### src/rtl/mpfb_pkg.sv
// mpfb_pkg: shared constants, item types, command codes and state enums
// for the page framebuffer rasterizer; no dependencies
package mpfb_pkg;

  localparam int SCREEN_WIDTH  = 128;
  localparam int PAGE_COUNT    = 8;
  localparam int SCREEN_HEIGHT = PAGE_COUNT * 8;
  localparam int STORE_BYTES   = SCREEN_WIDTH * PAGE_COUNT;
  localparam int ADDR_W        = $clog2(STORE_BYTES);
  localparam int COORD_W       = 10;
  localparam int ERR_W         = 12;

  typedef logic signed [COORD_W-1:0] coord_t;
  typedef logic signed [ERR_W-1:0]   err_t;

  typedef enum logic [2:0] {
    REQ_WRITE = 3'd0,
    REQ_READ  = 3'd1,
    REQ_LINE  = 3'd2,
    REQ_RECT  = 3'd3,
    REQ_CIRC  = 3'd4,
    REQ_FILL  = 3'd5
  } req_e;

  typedef struct packed {
    logic [2:0] req_type;
    logic [7:0] x_a;
    logic [7:0] y_a;
    logic [7:0] x_b;
    logic [7:0] y_b;
    logic [7:0] rect_width;
    logic [7:0] rect_height;
    logic [7:0] radius;
    logic       color;
  } in_item_t;

  typedef struct packed {
    logic pixel_value;
    logic in_range;
  } out_item_t;

  // one pixel operation from the rasterizer to the read-modify-write unit
  typedef struct packed {
    logic   valid;
    logic   wr;
    logic   col;
    coord_t x;
    coord_t y;
  } pix_req_t;

  typedef struct packed {
    logic done;
    logic bit_val;
    logic init;
  } pix_rsp_t;

  typedef enum logic [1:0] {
    R_CLEAR,
    R_IDLE,
    R_MOD
  } rmw_state_e;

  typedef enum logic [2:0] {
    S_IDLE,
    S_PIX,
    S_LINE,
    S_RECT,
    S_CIRC,
    S_CSET,
    S_SPAN,
    S_DONE
  } ras_state_e;

  function automatic logic on_screen(coord_t x, coord_t y);
    return !x[COORD_W-1] && (x < SCREEN_WIDTH) && !y[COORD_W-1] && (y < SCREEN_HEIGHT);
  endfunction

endpackage

### src/rtl/mpfb_raster.sv
// mpfb_raster: command sequencer that serves single pixel reads and writes and
// walks lines, rectangles and outline or filled circles pixel by pixel; uses mpfb_pkg, drives mpfb_rmw
module mpfb_raster
  import mpfb_pkg::*;
(
  input  logic      clk_i,
  input  logic      rst_ni,
  input  logic      in_valid_i,
  output logic      in_ready_o,
  input  in_item_t  in_item_i,
  output logic      res_valid_o,
  input  logic      res_free_i,
  output out_item_t res_o,
  output pix_req_t  pix_o,
  input  pix_rsp_t  pix_i
);

  ras_state_e state_q, state_d;
  req_e       cmd_q, cmd_d;
  logic       col_q, col_d;
  coord_t     cx_q, cx_d, cy_q, cy_d;
  coord_t     ex_q, ex_d, ey_q, ey_d;
  coord_t     x_q, x_d, y_q, y_d;
  coord_t     dx_q, dx_d, dy_q, dy_d;
  coord_t     a_q, a_d, b_q, b_d;
  logic       sx_q, sx_d, sy_q, sy_d;
  err_t       err_q, err_d, d_q, d_d;
  logic [2:0] k_q, k_d;
  logic       pix_q, pix_d, inr_q, inr_d;

  coord_t             xa, ya, xb, yb, diffx, diffy, px, py, half, off;
  logic signed [ERR_W:0] e2, mdy;
  logic               c1, c2;
  err_t               d_next;
  coord_t             a_next, b_next;

  always_ff @(posedge clk_i or negedge rst_ni) begin
    if (!rst_ni) begin
      state_q <= S_IDLE;
      err_q   <= '0;
      x_q     <= '0;
      y_q     <= '0;
    end else begin
      state_q <= state_d;
      err_q   <= err_d;
      x_q     <= x_d;
      y_q     <= y_d;
    end
  end

  always_ff @(posedge clk_i) begin
    cmd_q <= cmd_d;  col_q <= col_d;
    cx_q  <= cx_d;   cy_q  <= cy_d;
    ex_q  <= ex_d;   ey_q  <= ey_d;
    dx_q  <= dx_d;   dy_q  <= dy_d;
    a_q   <= a_d;    b_q   <= b_d;
    sx_q  <= sx_d;   sy_q  <= sy_d;
    d_q   <= d_d;    k_q   <= k_d;
    pix_q <= pix_d;  inr_q <= inr_d;
  end

  assign xa    = $signed({2'b00, in_item_i.x_a});
  assign ya    = $signed({2'b00, in_item_i.y_a});
  assign xb    = $signed({2'b00, in_item_i.x_b});
  assign yb    = $signed({2'b00, in_item_i.y_b});
  assign diffx = xb - xa;
  assign diffy = yb - ya;

  // bresenham decisions both taken from the error before the step
  assign e2  = {err_q, 1'b0};
  assign mdy = -((ERR_W+1)'(dy_q));
  assign c1  = e2 > mdy;
  assign c2  = e2 < (ERR_W+1)'(dx_q);

  // midpoint circle step
  always_comb begin
    if (!d_q[ERR_W-1]) begin
      d_next = d_q + (ERR_W'(a_q - b_q) <<< 2) + err_t'(10);
      b_next = b_q - 1'b1;
    end else begin
      d_next = d_q + (ERR_W'(a_q) <<< 2) + err_t'(6);
      b_next = b_q;
    end
    a_next = a_q + 1'b1;
  end

  // outline point k: bit 2 swaps a and b, bits 0 and 1 pick the signs
  always_comb begin
    px   = k_q[2] ? b_q : a_q;
    py   = k_q[2] ? a_q : b_q;
    px   = k_q[0] ? cx_q - px : cx_q + px;
    py   = k_q[1] ? cy_q - py : cy_q + py;
    half = k_q[1] ? b_q : a_q;
    off  = k_q[1] ? a_q : b_q;
  end

  always_comb begin
    pix_o.valid = 1'b0;
    pix_o.wr    = (cmd_q != REQ_READ);
    pix_o.col   = col_q;
    pix_o.x     = x_q;
    pix_o.y     = y_q;
    case (state_q)
      S_PIX, S_LINE, S_RECT, S_SPAN: pix_o.valid = 1'b1;
      S_CIRC: begin
        pix_o.valid = 1'b1;
        pix_o.x     = px;
        pix_o.y     = py;
      end
      default: pix_o.valid = 1'b0;
    endcase
  end

  assign in_ready_o  = (state_q == S_IDLE) && pix_i.init;
  assign res_valid_o = (state_q == S_DONE);
  assign res_o       = '{pixel_value: pix_q, in_range: inr_q};

  always_comb begin
    state_d = state_q;
    cmd_d = cmd_q;  col_d = col_q;
    cx_d  = cx_q;   cy_d  = cy_q;
    ex_d  = ex_q;   ey_d  = ey_q;
    x_d   = x_q;    y_d   = y_q;
    dx_d  = dx_q;   dy_d  = dy_q;
    a_d   = a_q;    b_d   = b_q;
    sx_d  = sx_q;   sy_d  = sy_q;
    err_d = err_q;  d_d   = d_q;
    k_d   = k_q;
    pix_d = pix_q;  inr_d = inr_q;
    case (state_q)
      S_IDLE: begin
        if (in_valid_i && in_ready_o) begin
          cmd_d = req_e'(in_item_i.req_type);
          col_d = in_item_i.color;
          pix_d = 1'b0;
          inr_d = 1'b0;
          x_d   = xa;
          y_d   = ya;
          cx_d  = xa;
          cy_d  = ya;
          case (in_item_i.req_type)
            REQ_WRITE, REQ_READ: state_d = S_PIX;
            REQ_LINE: begin
              dx_d    = diffx[COORD_W-1] ? -diffx : diffx;
              dy_d    = diffy[COORD_W-1] ? -diffy : diffy;
              err_d   = ERR_W'(dx_d) - ERR_W'(dy_d);
              sx_d    = (xb > xa);
              sy_d    = (yb > ya);
              ex_d    = xb;
              ey_d    = yb;
              state_d = S_LINE;
            end
            REQ_RECT: begin
              ex_d = xa + $signed({2'b00, in_item_i.rect_width}) - 1'b1;
              ey_d = ya + $signed({2'b00, in_item_i.rect_height}) - 1'b1;
              if (in_item_i.rect_width == '0 || in_item_i.rect_height == '0) begin
                state_d = S_DONE;
              end else begin
                state_d = S_RECT;
              end
            end
            REQ_CIRC, REQ_FILL: begin
              a_d     = '0;
              b_d     = $signed({2'b00, in_item_i.radius});
              d_d     = err_t'(3) - (ERR_W'(b_d) <<< 1);
              k_d     = '0;
              state_d = (in_item_i.req_type == REQ_FILL) ? S_CSET : S_CIRC;
            end
            default: state_d = S_DONE;
          endcase
        end
      end
      S_PIX: begin
        if (pix_i.done) begin
          inr_d   = on_screen(x_q, y_q);
          pix_d   = (cmd_q == REQ_READ) && pix_i.bit_val;
          state_d = S_DONE;
        end
      end
      S_LINE: begin
        if (pix_i.done) begin
          if (x_q == ex_q && y_q == ey_q) begin
            state_d = S_DONE;
          end else begin
            if (c1) begin
              x_d = sx_q ? x_q + 1'b1 : x_q - 1'b1;
            end
            if (c2) begin
              y_d = sy_q ? y_q + 1'b1 : y_q - 1'b1;
            end
            err_d = err_q - (c1 ? ERR_W'(dy_q) : '0) + (c2 ? ERR_W'(dx_q) : '0);
          end
        end
      end
      S_RECT: begin
        if (pix_i.done) begin
          if (x_q == ex_q) begin
            x_d = cx_q;
            y_d = y_q + 1'b1;
            if (y_q == ey_q) begin
              state_d = S_DONE;
            end
          end else begin
            x_d = x_q + 1'b1;
          end
        end
      end
      S_CSET: begin
        // span k: rows y-b, y+b at half width a, rows y-a, y+a at half width b
        x_d     = cx_q - half;
        ex_d    = cx_q + half;
        y_d     = k_q[0] ? cy_q + off : cy_q - off;
        state_d = S_SPAN;
      end
      S_SPAN, S_CIRC: begin
        if (pix_i.done) begin
          if (state_q == S_SPAN && x_q != ex_q) begin
            x_d = x_q + 1'b1;
          end else if ((state_q == S_SPAN && k_q != 3'd3) ||
                       (state_q == S_CIRC && k_q != 3'd7)) begin
            k_d     = k_q + 1'b1;
            state_d = (state_q == S_SPAN) ? S_CSET : S_CIRC;
          end else begin
            a_d = a_next;
            b_d = b_next;
            d_d = d_next;
            k_d = '0;
            if (a_next <= b_next) begin
              state_d = (state_q == S_SPAN) ? S_CSET : S_CIRC;
            end else begin
              state_d = S_DONE;
            end
          end
        end
      end
      S_DONE: begin
        if (res_free_i) begin
          state_d = S_IDLE;
        end
      end
      default: state_d = S_IDLE;
    endcase
  end

  a_no_req_when_idle: assert property (@(posedge clk_i) disable iff (!rst_ni)
    (state_q == S_IDLE || state_q == S_DONE) |-> !pix_o.valid)
    else $error("pixel request outside a command");

  a_done_only_on_req: assert property (@(posedge clk_i) disable iff (!rst_ni)
    pix_i.done |-> $past(pix_o.valid) || pix_o.valid)
    else $error("pixel completion without a request");

  a_res_clean: assert property (@(posedge clk_i) disable iff (!rst_ni)
    res_valid_o && cmd_q != REQ_READ |-> !res_o.pixel_value)
    else $error("pixel value set for a non-read command");

endmodule

### config.mk
export PLATFORM = sky130hd
export DESIGN_NAME = mpfb_raster
export DESIGN_NICKNAME = d
export VERILOG_FILES = /design/src/rtl/mpfb_pkg.sv /design/src/rtl/mpfb_raster.sv
export SDC_FILE = /design/constraint.sdc
export NUM_CORES = 1
export LEC_CHECK = 0
export ABC_AREA = 0
export BUFFER_PORTS_ARGS = -buffer_cell sky130_fd_sc_hd__buf_2
export CAP_MARGIN = 10
export CORE_MARGIN = 2
export CORE_UTILIZATION = 55
export DETAILED_ROUTE_END_ITERATION = 6
export PLACE_DENSITY = 0.83
export SETUP_SLACK_MARGIN = 0.15
export SKIP_LAST_GASP = 1
export SYNTH_ARGS = -nofsm -noshare
export SYNTH_HDL_FRONTEND = slang
export SYNTH_SLANG_ARGS = --single-unit
### constraint.sdc
create_clock -name clk_i -period 5.8 [get_ports clk_i]
set_input_delay 0.58 -clock clk_i [delete_from_list [all_inputs] [get_ports clk_i]]
set_output_delay 0.58 -clock clk_i [all_outputs]
set_load 0.03 [all_outputs]
==> flow_summary.ini, run 1 <==
[drt]
vias_per_cell = 6.19
firstDrtPassIters = 6
drt_wl_total_um = 45400
drc = 0
detailedRoute.firstIterationViolations = 1589
routedWlPerCell_um = 19.4
detailroute.via_count = 14500
drt.antenna.violating_nets = 0

[power]
power_density_nw_per_um2 = 609
p_clk_share_pct = 11.5
p_sw_share_pct = 51.5
sequentialPowerShare_pct = 18.3
maximum_ir_drop_on_the_vdd_rail_v = 0.000429
switchingPower_mw = 5.39
combinational_share_of_power_pct = 70.2
leakage_nw = 7.72
total_power_mw = 10.5
internal-power_mw = 5.08

[logic_synthesis]
synth_most_common_cell = sky130_fd_sc_hd__inv_1
synth.top_cell.area_share_pct = 18.6
postSynthRegisterBits = 133
syn-instance-count = 1898
netlist_top_cells_area = sky130_fd_sc_hd__edfxtp_1 19%, sky130_fd_sc_hd__ha_1 16%, sky130_fd_sc_hd__xnor2_1 6.7%, sky130_fd_sc_hd__dfrtp_1 5.5%, sky130_fd_sc_hd__inv_1 4.9%
synth.avg_cell_area_sq_um = 8.32
synth_warnings = 0
post_synth_arst_share_pct = 26.3
synth_top_flop_cell = sky130_fd_sc_hd__edfxtp_1
yosysUniqueCellTypes = 75
syn_area_sq_um = 15800
post_synth_most_frequent_cells = 204 x sky130_fd_sc_hd__inv_1, 203 x sky130_fd_sc_hd__ha_1, 140 x sky130_fd_sc_hd__nand2_1, 139 x sky130_fd_sc_hd__nor2_1, 132 x sky130_fd_sc_hd__a21oi_1
synth_sequential_area_ratio_pct = 24.2
yosysTopAreaCell = sky130_fd_sc_hd__edfxtp_1
synth-edff-count = 98

[global_route]
number_of_antenna_violations_at_the_first_check_in_global_routing = 0
grt_start_max_net_pins = 37
grt_pass1_vias = 14000
grt.overflow.total = 0
grt_util_all_layers_pct = 30.0
grt_first_pass_wirelength_um = 72900

[cts]
sinks_on_the_clock_net = 133
tritoncts.num_buffers = 17
clk-insertion-delay-late_ns = 0.44
cts-root-to-sink-buffers = 2
cts_tree = done
cts_max_level = 4
root_buffer = sky130_fd_sc_hd__clkbuf_16
clkTransAtPathRegs_ns = 0.06
postCtsHoldBufs = 0

[finish]
area_growth_synth_to_finish_pct = 8.94
stdcell_count = 2339
drive_gt1_share_pct = 9.72
num-nets-final = 2235

[floorplan]
starting_density_of_the_core_pct = 55.4
chipWidth_um = 173
dieArea_sq_um = 30100
die_height_um = 173
core_area_sq_um = 28500
boundaryPins = 94
placementRows = 62

[timing]
finalCriticalPeriod_ns = 5.28
max_slew_margin_pct = 24.4
rsz0062_at_grt = false
setup_viol = 0
timing.fmax_mhz = 189
drv_slew = 0
finalHoldViolations = 0
tightest_slew_ns = 1.13
totalNegativeSetupSlack_ns = 0
finalClockSkew_ns = 0.0109
final_min_period_over_clock_period_pct = 91.0

[flow_run]
maxCapViolations = 0

[place]
numPortBuffers = 93
detailed_place_hpwl_um = 35000
place.detailed.instances = 2304
gp_congestion = 0.972

[critical_path]
required_ns = 6.16
regToRegStartpoint = dy_q[5]
critPathArrivalTime_ns = 5.64
crit_fanout = 9
worst_setup_path_end_kind = flop
worst-setup-path-type = flop to flop
timing.critical_path.from_type = flop
crit_path_start = dy_q[5]

[run_status]
run_status = complete, no violations

[min_path]
hold_crit_class = input pin to async pin
==> power groups by stage <==
stage	registers [mW]	clock network (mW)	logic (mW)
3_3_place_gp	1.90	0	6.86
5_1_grt	1.95	1.25	8.15
2_1_floorplan	1.49	0	5.76
6_report	1.92	1.21	7.35
4_1_cts	1.89	1.20	7.17
3_5_place_dp	1.91	0	7.10
==> placed cells by master (no fill, tap or decap), types with 35 or more instances in the layout <==
master                     netlist  layout
sky130_fd_sc_hd__nand2_1       140     140
sky130_fd_sc_hd__nor2_1        139     137
sky130_fd_sc_hd__inv_1         204     204
sky130_fd_sc_hd__o21ai_0       117     117
sky130_fd_sc_hd__a21oi_1       132     130
sky130_fd_sc_hd__dfrtp_1        35      35
sky130_fd_sc_hd__xor2_1         70      70
sky130_fd_sc_hd__ha_1          203     202
sky130_fd_sc_hd__mux2i_1        50      50
sky130_fd_sc_hd__buf_2          15      93
sky130_fd_sc_hd__edfxtp_1       98      98
sky130_fd_sc_hd__xnor2_1       120     120
sky130_fd_sc_hd__nor3_1         47      46
==> state kept, by name, summed over array words and instances, names as in the netlist, 10 cells and up <==
| register | flops |
|---|---|
| dy_q | 10 |
| ex_q | 10 |
| d_q | 11 |
| x_q | 10 |
| a_q | 10 |
| dx_q | 10 |
| ey_q | 10 |
| err_q | 12 |
| y_q | 10 |
| b_q | 10 |
==> worst max-delay path, stage by stage, from the launching register on <==
cell and delay (ns):
sky130_fd_sc_hd__edfxtp_1 0.46, sky130_fd_sc_hd__nor4_2 0.31, sky130_fd_sc_hd__nand2_1 0.13, sky130_fd_sc_hd__nor3_1 0.18, sky130_fd_sc_hd__xor2_1 0.17, sky130_fd_sc_hd__ha_1 0.28
sky130_fd_sc_hd__a21oi_1 0.12, sky130_fd_sc_hd__o21ai_0 0.13, sky130_fd_sc_hd__a221oi_2 0.37, sky130_fd_sc_hd__a311oi_2 0.15, sky130_fd_sc_hd__buf_4 0.19, sky130_fd_sc_hd__and2_1 0.17
sky130_fd_sc_hd__fa_1 0.50, sky130_fd_sc_hd__inv_1 0.05, sky130_fd_sc_hd__ha_1 0.34, sky130_fd_sc_hd__a21o_1 0.21, sky130_fd_sc_hd__a21oi_2 0.17, sky130_fd_sc_hd__o21bai_1 0.10
sky130_fd_sc_hd__a2111o_1 0.47, sky130_fd_sc_hd__a41oi_2 0.22, sky130_fd_sc_hd__xor2_1 0.09, sky130_fd_sc_hd__mux2_2 0.26, sky130_fd_sc_hd__o21ai_0 0.13
==> final timing paths <==
path / to / slack [ns] / depth (start not counted)
max: err_q[10] / 0.52 / 22
min: y_q[3] / 0.29 / 1
max reg2reg: err_q[10] / 0.52 / 22
min reg2reg: err_q[1] / 0.60 / 2
max in group asynchronous: x_q[7] / 4.89 / 1
min in group clk_i: col_q / 0.32 / 1
==> stage by stage <==
stage,cell area [sq um],utilization [%],hold slack (ns),worst slack [ns]
after floorplan,15800,-,0.284,0.524
after global placement,16500,58.0,0.609,0.399
after detailed placement,16500,58.0,0.584,0.305
after CTS,17100,60.2,0.313,0.263
after global routing,17200,60.4,0.323,0.157
final,17200,60.4,0.294,0.522
==> logic make-up (layout without fill, tap and decap cells) <==
group           Yosys count  count (layout)  synth area share, %
mux                      63              63                 4.10
xor+xnor                190             190                 10.5
flops                   133             133                 24.2
fa+ha+maj               227             227                 19.1
buf+inv                 296             350                 7.23
other cells               2               5               0.0476
simple gates            518             518                 15.9
compound gates          469             469                 18.8
==> per-layer routing <==
layer  GRT usage, %  part of all wire, %  wire (um)  up-vias
met1           39.1                   41      18400     6846
met3           5.00                  9.4       4260      101
met5              0                    0          0        -
li1               -                    -          -     6803
met2           51.5                   48      21600      727
met4           8.16                  2.5       1120        0
==> layout make-up <==
class,instances,area [sq um]
Antenna cell,1,2.50
Clock buffer,18,439
Clock inverter,14,196
Fill cell,2503,11300
Inverter,208,781
Multi-Input combinational cell,1471,10900
Sequential cell,133,3820
Tap cell,384,480
Timing Repair Buffer,110,593
==> timing repair <==
action / 4_1_cts / 5_1_grt
buffers inserted: 0 / 2
endpoints found under the setup margin: 0 / 3
resized for setup: 0 / 7
Note: power is estimated with default switching activity, not from simulation.
==> inputs of run 2 (changes only) <==
Settings changed: RECOVER_POWER set to 50, REMOVE_ABC_BUFFERS set to 1.
==> flow_summary.ini, run 2 (synthesis results as in run 1) <==
[run_status]
run_status = complete, but fails checks
violations_in_the_final_reports = capacitance limit, slew limit

[drt]
drc = 0
routedWlPerCell_um = 19.1
drt_wl_total_um = 44700
detailroute.via_count = 14300
drt.antenna.violating_nets = 0
detailedRoute.firstIterationViolations = 1461
vias_per_cell = 6.11
firstDrtPassIters = 6

[cts]
clk-insertion-delay-late_ns = 0.44
sinks_on_the_clock_net = 133
clkTransAtPathRegs_ns = 0.06
cts-root-to-sink-buffers = 2
postCtsHoldBufs = 0
cts_max_level = 4
root_buffer = sky130_fd_sc_hd__clkbuf_16
tritoncts.num_buffers = 17
cts_tree = done

[finish]
layout.cells.most_common = sky130_fd_sc_hd__inv_1
drive_gt1_share_pct = 7.87
final_cell_mix = 204 x sky130_fd_sc_hd__inv_1, 202 x sky130_fd_sc_hd__ha_1, 140 x sky130_fd_sc_hd__nand2_1
sequential_standard_cell_area_sq_um = 3820
largest_register_ffs = 12
layout_top_registers = err_q x12, d_q x11
num-nets-final = 2239
antenna_cells_inserted = 0
multi_input_area_sq_um = 10900
max_flop_register = err_q
area_growth_synth_to_finish_pct = 8.47
n_fill_cell = 2471

[timing]
setup_viol = 0
finalClockSkew_ns = 0.0125
tightest_slew_ns = 2.13
finalHoldViolations = 0
max_slew_margin_pct = -42.2
final_min_period_over_clock_period_pct = 93.4
rsz0062_at_grt = true
finalCriticalPeriod_ns = 5.42
timing.fmax_mhz = 185
drv_slew = 103
totalNegativeSetupSlack_ns = 0

[global_route]
grt_pass1_vias = 13900
grt_start_max_net_pins = 37
grt.overflow.total = 0
grt_util_all_layers_pct = 29.5
number_of_antenna_violations_at_the_first_check_in_global_routing = 0
grt_first_pass_wirelength_um = 71500

[place]
gp_congestion = 0.966
numPortBuffers = 93
detailed_place_hpwl_um = 34600

[power]
total_power_mw = 10.3
power_density_nw_per_um2 = 602
maximum_ir_drop_on_the_vdd_rail_v = 0.000439
leakage_nw = 7.62

[critical_path]
worst_setup_path_end_kind = flop
worst-setup-path-type = flop to flop
critPathArrivalTime_ns = 5.77
crit_fanout = 4
required_ns = 6.16
timing.critical_path.from_type = flop

[floorplan]
chipWidth_um = 173
boundaryPins = 94
die_height_um = 173
core_area_sq_um = 28500
starting_density_of_the_core_pct = 55.4
placementRows = 62
dieArea_sq_um = 30100

[min_path]
hold_crit_class = input pin to flop

[flow_run]
maxCapViolations = 3
-- run 2: layout make-up --
| cell class | count | area share (%) |
|---|---|---|
| multi-input combinational | 1471 | 63.4 |
| timing repair buffer | 114 | 3.33 |
| sequential | 133 | 22.3 |
| clock buffer | 19 | 2.53 |
| inverter | 208 | 4.56 |
| tap | 384 | 2.81 |
| clock inverter | 12 | 1.06 |
-- run 2: worst paths after layout --
path,from,endpoint,slack [ns],cells after the start
hold reg to reg,err_q[1],err_q[1],0.59,2
setup / recovery,dy_q[2],err_q[10],0.38,21
hold / removal,in_item_i[0],col_q,0.31,1
setup reg to reg,dy_q[2],err_q[10],0.38,21
min in group asynchronous,rst_ni,y_q[1],0.75,1
max in group asynchronous,rst_ni,x_q[6],3.81,1
-- run 2: critical path: stages, from the launching register on --
cell and delay [ns]:
sky130_fd_sc_hd__edfxtp_1 0.43, sky130_fd_sc_hd__nor4_2 0.37, sky130_fd_sc_hd__nand2_1 0.16, sky130_fd_sc_hd__nor3_2 0.15, sky130_fd_sc_hd__xor2_1 0.17, sky130_fd_sc_hd__ha_1 0.27, sky130_fd_sc_hd__a21oi_1 0.13, sky130_fd_sc_hd__o21ai_0 0.14
sky130_fd_sc_hd__a221oi_2 0.37, sky130_fd_sc_hd__a311oi_2 0.19, sky130_fd_sc_hd__and2_1 0.22, sky130_fd_sc_hd__fa_1 0.50, sky130_fd_sc_hd__inv_1 0.07, sky130_fd_sc_hd__fa_1 0.46, sky130_fd_sc_hd__a21o_1 0.19, sky130_fd_sc_hd__a21oi_1 0.22
sky130_fd_sc_hd__o21bai_1 0.12, sky130_fd_sc_hd__a2111o_1 0.45, sky130_fd_sc_hd__a41oi_1 0.25, sky130_fd_sc_hd__xor2_1 0.09, sky130_fd_sc_hd__mux2_2 0.26, sky130_fd_sc_hd__o21ai_0 0.13
-- run 2: repair_timing --
action | CTS | global route
endpoints found under the setup margin | 1 | 2
resized for setup | 1 | 5
buffers inserted | 0 | 4
pin swaps | 0 | 2
-- run 2: where the power goes --
group	leakage [nW]	total, mW	internal, mW	switching (mW)
logic	6.02	7.25	2.97	4.28
clock network	0.285	1.18	0.717	0.460
registers	1.32	1.87	1.36	0.514
-- run 2: layer usage --
metal	track usage [%]	up-vias	part of all wire, %
met5	0	-	0
met4	10.0	0	3.0
li1	-	6825	-
met1	38.4	6676	41
met2	50.3	685	47
met3	4.43	106	8.1
-- run 2: per-stage QoR --
step | hold WS, ns | cell area [sq um] | std cells | setup WS, ns | utilization, %
finish | 0.313 | 17100 | 2341 | 0.383 | 60.1
detailed placement | 0.558 | 16500 | 2305 | 0.132 | 58.0
global placement | 0.562 | 16500 | 2305 | 0.299 | 58.0
CTS | 0.270 | 17100 | 2336 | 0.222 | 60.2
floorplan | 0.284 | 15400 | 1812 | 0.522 | -
global route | 0.316 | 17100 | 2341 | 0.0803 | 60.1
==> inputs of run 3 (changes only) <==
Settings changed: GPL_TIMING_DRIVEN set to 0, SLEW_MARGIN set to 20.
Clock period 5.8 ns to 5.7 ns, I/O delays scaled along.
==> flow_summary.ini, run 3 (synthesis results as in run 1) <==
[run_status]
run_status = complete, but fails checks
violations_in_the_final_reports = capacitance limit, slew limit

[finish]
area_growth_synth_to_finish_pct = 9.43
largest_register_ffs = 12
max_flop_register = err_q
layout.cells.most_common = sky130_fd_sc_hd__inv_1
post-route-cell-area_sq_um = 17300
layout_top_registers = err_q x12, d_q x11
final_cell_mix = 204 x sky130_fd_sc_hd__inv_1, 199 x sky130_fd_sc_hd__ha_1, 138 x sky130_fd_sc_hd__nand2_1
final_core_util_pct = 60.7
drive_gt1_share_pct = 8.98
num-nets-final = 2241

[critical_path]
critPathArrivalTime_ns = 5.74
timing.critical_path.from_type = flop
worst_setup_path_endpoint = err_q[11]
required_ns = 5.99
crit_path_start = dy_q[4]
worst-setup-path-type = flop to flop
ff2ff_setup_slack_ns = 0.25
worst_setup_path_end_kind = flop
regToRegStartpoint = dy_q[4]
cp_slowest_cell = sky130_fd_sc_hd__or4b_1
crit-reg2reg-capture = err_q[11]
crit_path_cell_trace = nor4_4 -> nand2_2 -> nor3_2 -> xor2_1 -> ha_1 -> a21oi_2 -> o21ai_2 -> a221oi_2 -> a311oi_4 -> buf_4 -> buf_4 -> and2_1 -> fa_1 -> inv_1 -> ha_2 -> or3_1 -> o221ai_2 -> a21oi_2 -> a31o_2 -> or4b_1 -> nand4_1 -> o31ai_1
cp_slowest_stage_delay_ns = 0.51
r2r.worst_path.cells = 22
crit_fanout = 5

[timing]
finalClockSkew_ns = 0.0183
drv_slew = 57
finalWorstSetupSlack_ns = 0.249
finalHoldViolations = 0
max_slew_margin_pct = -64.1
tightest_slew_ns = 2.46
setup_viol = 0
timing.fmax_mhz = 183
finalCriticalPeriod_ns = 5.45
final_min_period_over_clock_period_pct = 95.6
totalNegativeSetupSlack_ns = 0
rsz0062_at_grt = true

[cts]
cts-root-to-sink-buffers = 2
cts_max_level = 4
cts_tree = done
clk-insertion-delay-late_ns = 0.44
root_buffer = sky130_fd_sc_hd__clkbuf_16
postCtsHoldBufs = 0
sinks_on_the_clock_net = 133
clkTransAtPathRegs_ns = 0.07
tritoncts.num_buffers = 17

[power]
total_power_mw = 10.6
leakage_nw = 7.66
power_density_nw_per_um2 = 615
maximum_ir_drop_on_the_vdd_rail_v = 0.000431

[place]
place_worst_setup_slack_ns = -0.469
placedInstanceArea_sq_um = 16600
gp_congestion = 0.944
numPortBuffers = 93
detailed_place_hpwl_um = 34100

[drt]
firstDrtPassIters = 6
drt.antenna.violating_nets = 0
detailroute.via_count = 14600
drt_wl_total_um = 44900
met3RoutedLength_um = 4040
wl_met2_um = 21100
detail_route.wirelength.met1_um = 18100
highest_layer = met4
routedWlPerCell_um = 19.2
drc = 0
detailedRoute.firstIterationViolations = 1583
vias_per_cell = 6.21

[flow_run]
maxCapViolations = 2

[global_route]
grt_util_all_layers_pct = 29.8
grt_first_pass_wirelength_um = 72600
grt.overflow.total = 0
grt_start_max_net_pins = 37
number_of_antenna_violations_at_the_first_check_in_global_routing = 1
grt_pass1_vias = 14200

[min_path]
hold_crit_class = input pin to flop

[floorplan]
starting_density_of_the_core_pct = 55.4
core_area_sq_um = 28500
dieArea_sq_um = 30100
boundaryPins = 94
chipWidth_um = 173
die_height_um = 173
placementRows = 62
## run 3: changes by cell type in the layout (fill, tap and decap cells not counted), moves of 3 or more
cell                        before  now
sky130_fd_sc_hd__ha_1          202  199
sky130_fd_sc_hd__bufinv_16       4    1
sky130_fd_sc_hd__buf_8           0    4
sky130_fd_sc_hd__clkbuf_1       33   27
sky130_fd_sc_hd__a21oi_2         0    3
sky130_fd_sc_hd__inv_6           0    6
sky130_fd_sc_hd__a21oi_1       133  130
## run 3: through the flow
stage	hold slack, ns	cells
2_1_floorplan	0.274	1812
6_report	0.308	2345
3_5_place_dp	0.576	2299
4_1_cts	0.299	2340
3_3_place_gp	0.561	2289
5_1_grt	0.301	2345
## run 3: routing by layer
metal,global-route usage [%],vias to the layer above
met5,0,-
met4,11.3,0
met3,5.04,121
met2,49.7,779
met1,38.8,6846
li1,-,6819
## run 3: report_power, final
part | internal (mW) | switching (mW)
combinational | 3.13 | 4.44
sequential | 1.38 | 0.562
clock | 0.612 | 0.495
total | 5.12 | 5.50
## run 3: layout make-up
cell class              count  area, sq um
fillers                  2427        11200
multi-input cells        1471        11000
flip-flops and latches    133         3820
inverters                 208          781
repair buffers            116          664
well taps                 384          480
clock buffers              18          429
clock inverters            14          140
diodes                      1         2.50
## run 3: worst min-delay path by stage
stage,startpoint,end,slack (ns),cells past startpoint
after global routing,in_item_i[0],col_q,0.30,1
after detailed placement,err_q[1],err_q[1],0.58,2
after CTS,rst_ni,y_q[1],0.30,1
after floorplan,rst_ni,err_q[0],0.27,0
after global placement,err_q[0],err_q[0],0.56,2
final,in_item_i[0],col_q,0.31,1
## run 3: timing repair
action                     in CTS  in global routing
pin swaps                       3                 13
setup endpoints to repair       6                  5
gates cloned                    0                  0
gates resized for setup         5                 16
setup buffers                   9                  4
## run 3: critical path: cells and delay by family (launching register included)
family / cells / cell delay (ns)
AO/OA/AOI/OAI: 8 / 1.48
XOR/XNOR: 1 / 0.18
adder cells (fa/ha/maj): 3 / 0.98
buffers and inverters: 3 / 0.41
flip-flops: 1 / 0.46
AND/OR/NAND/NOR: 7 / 1.79
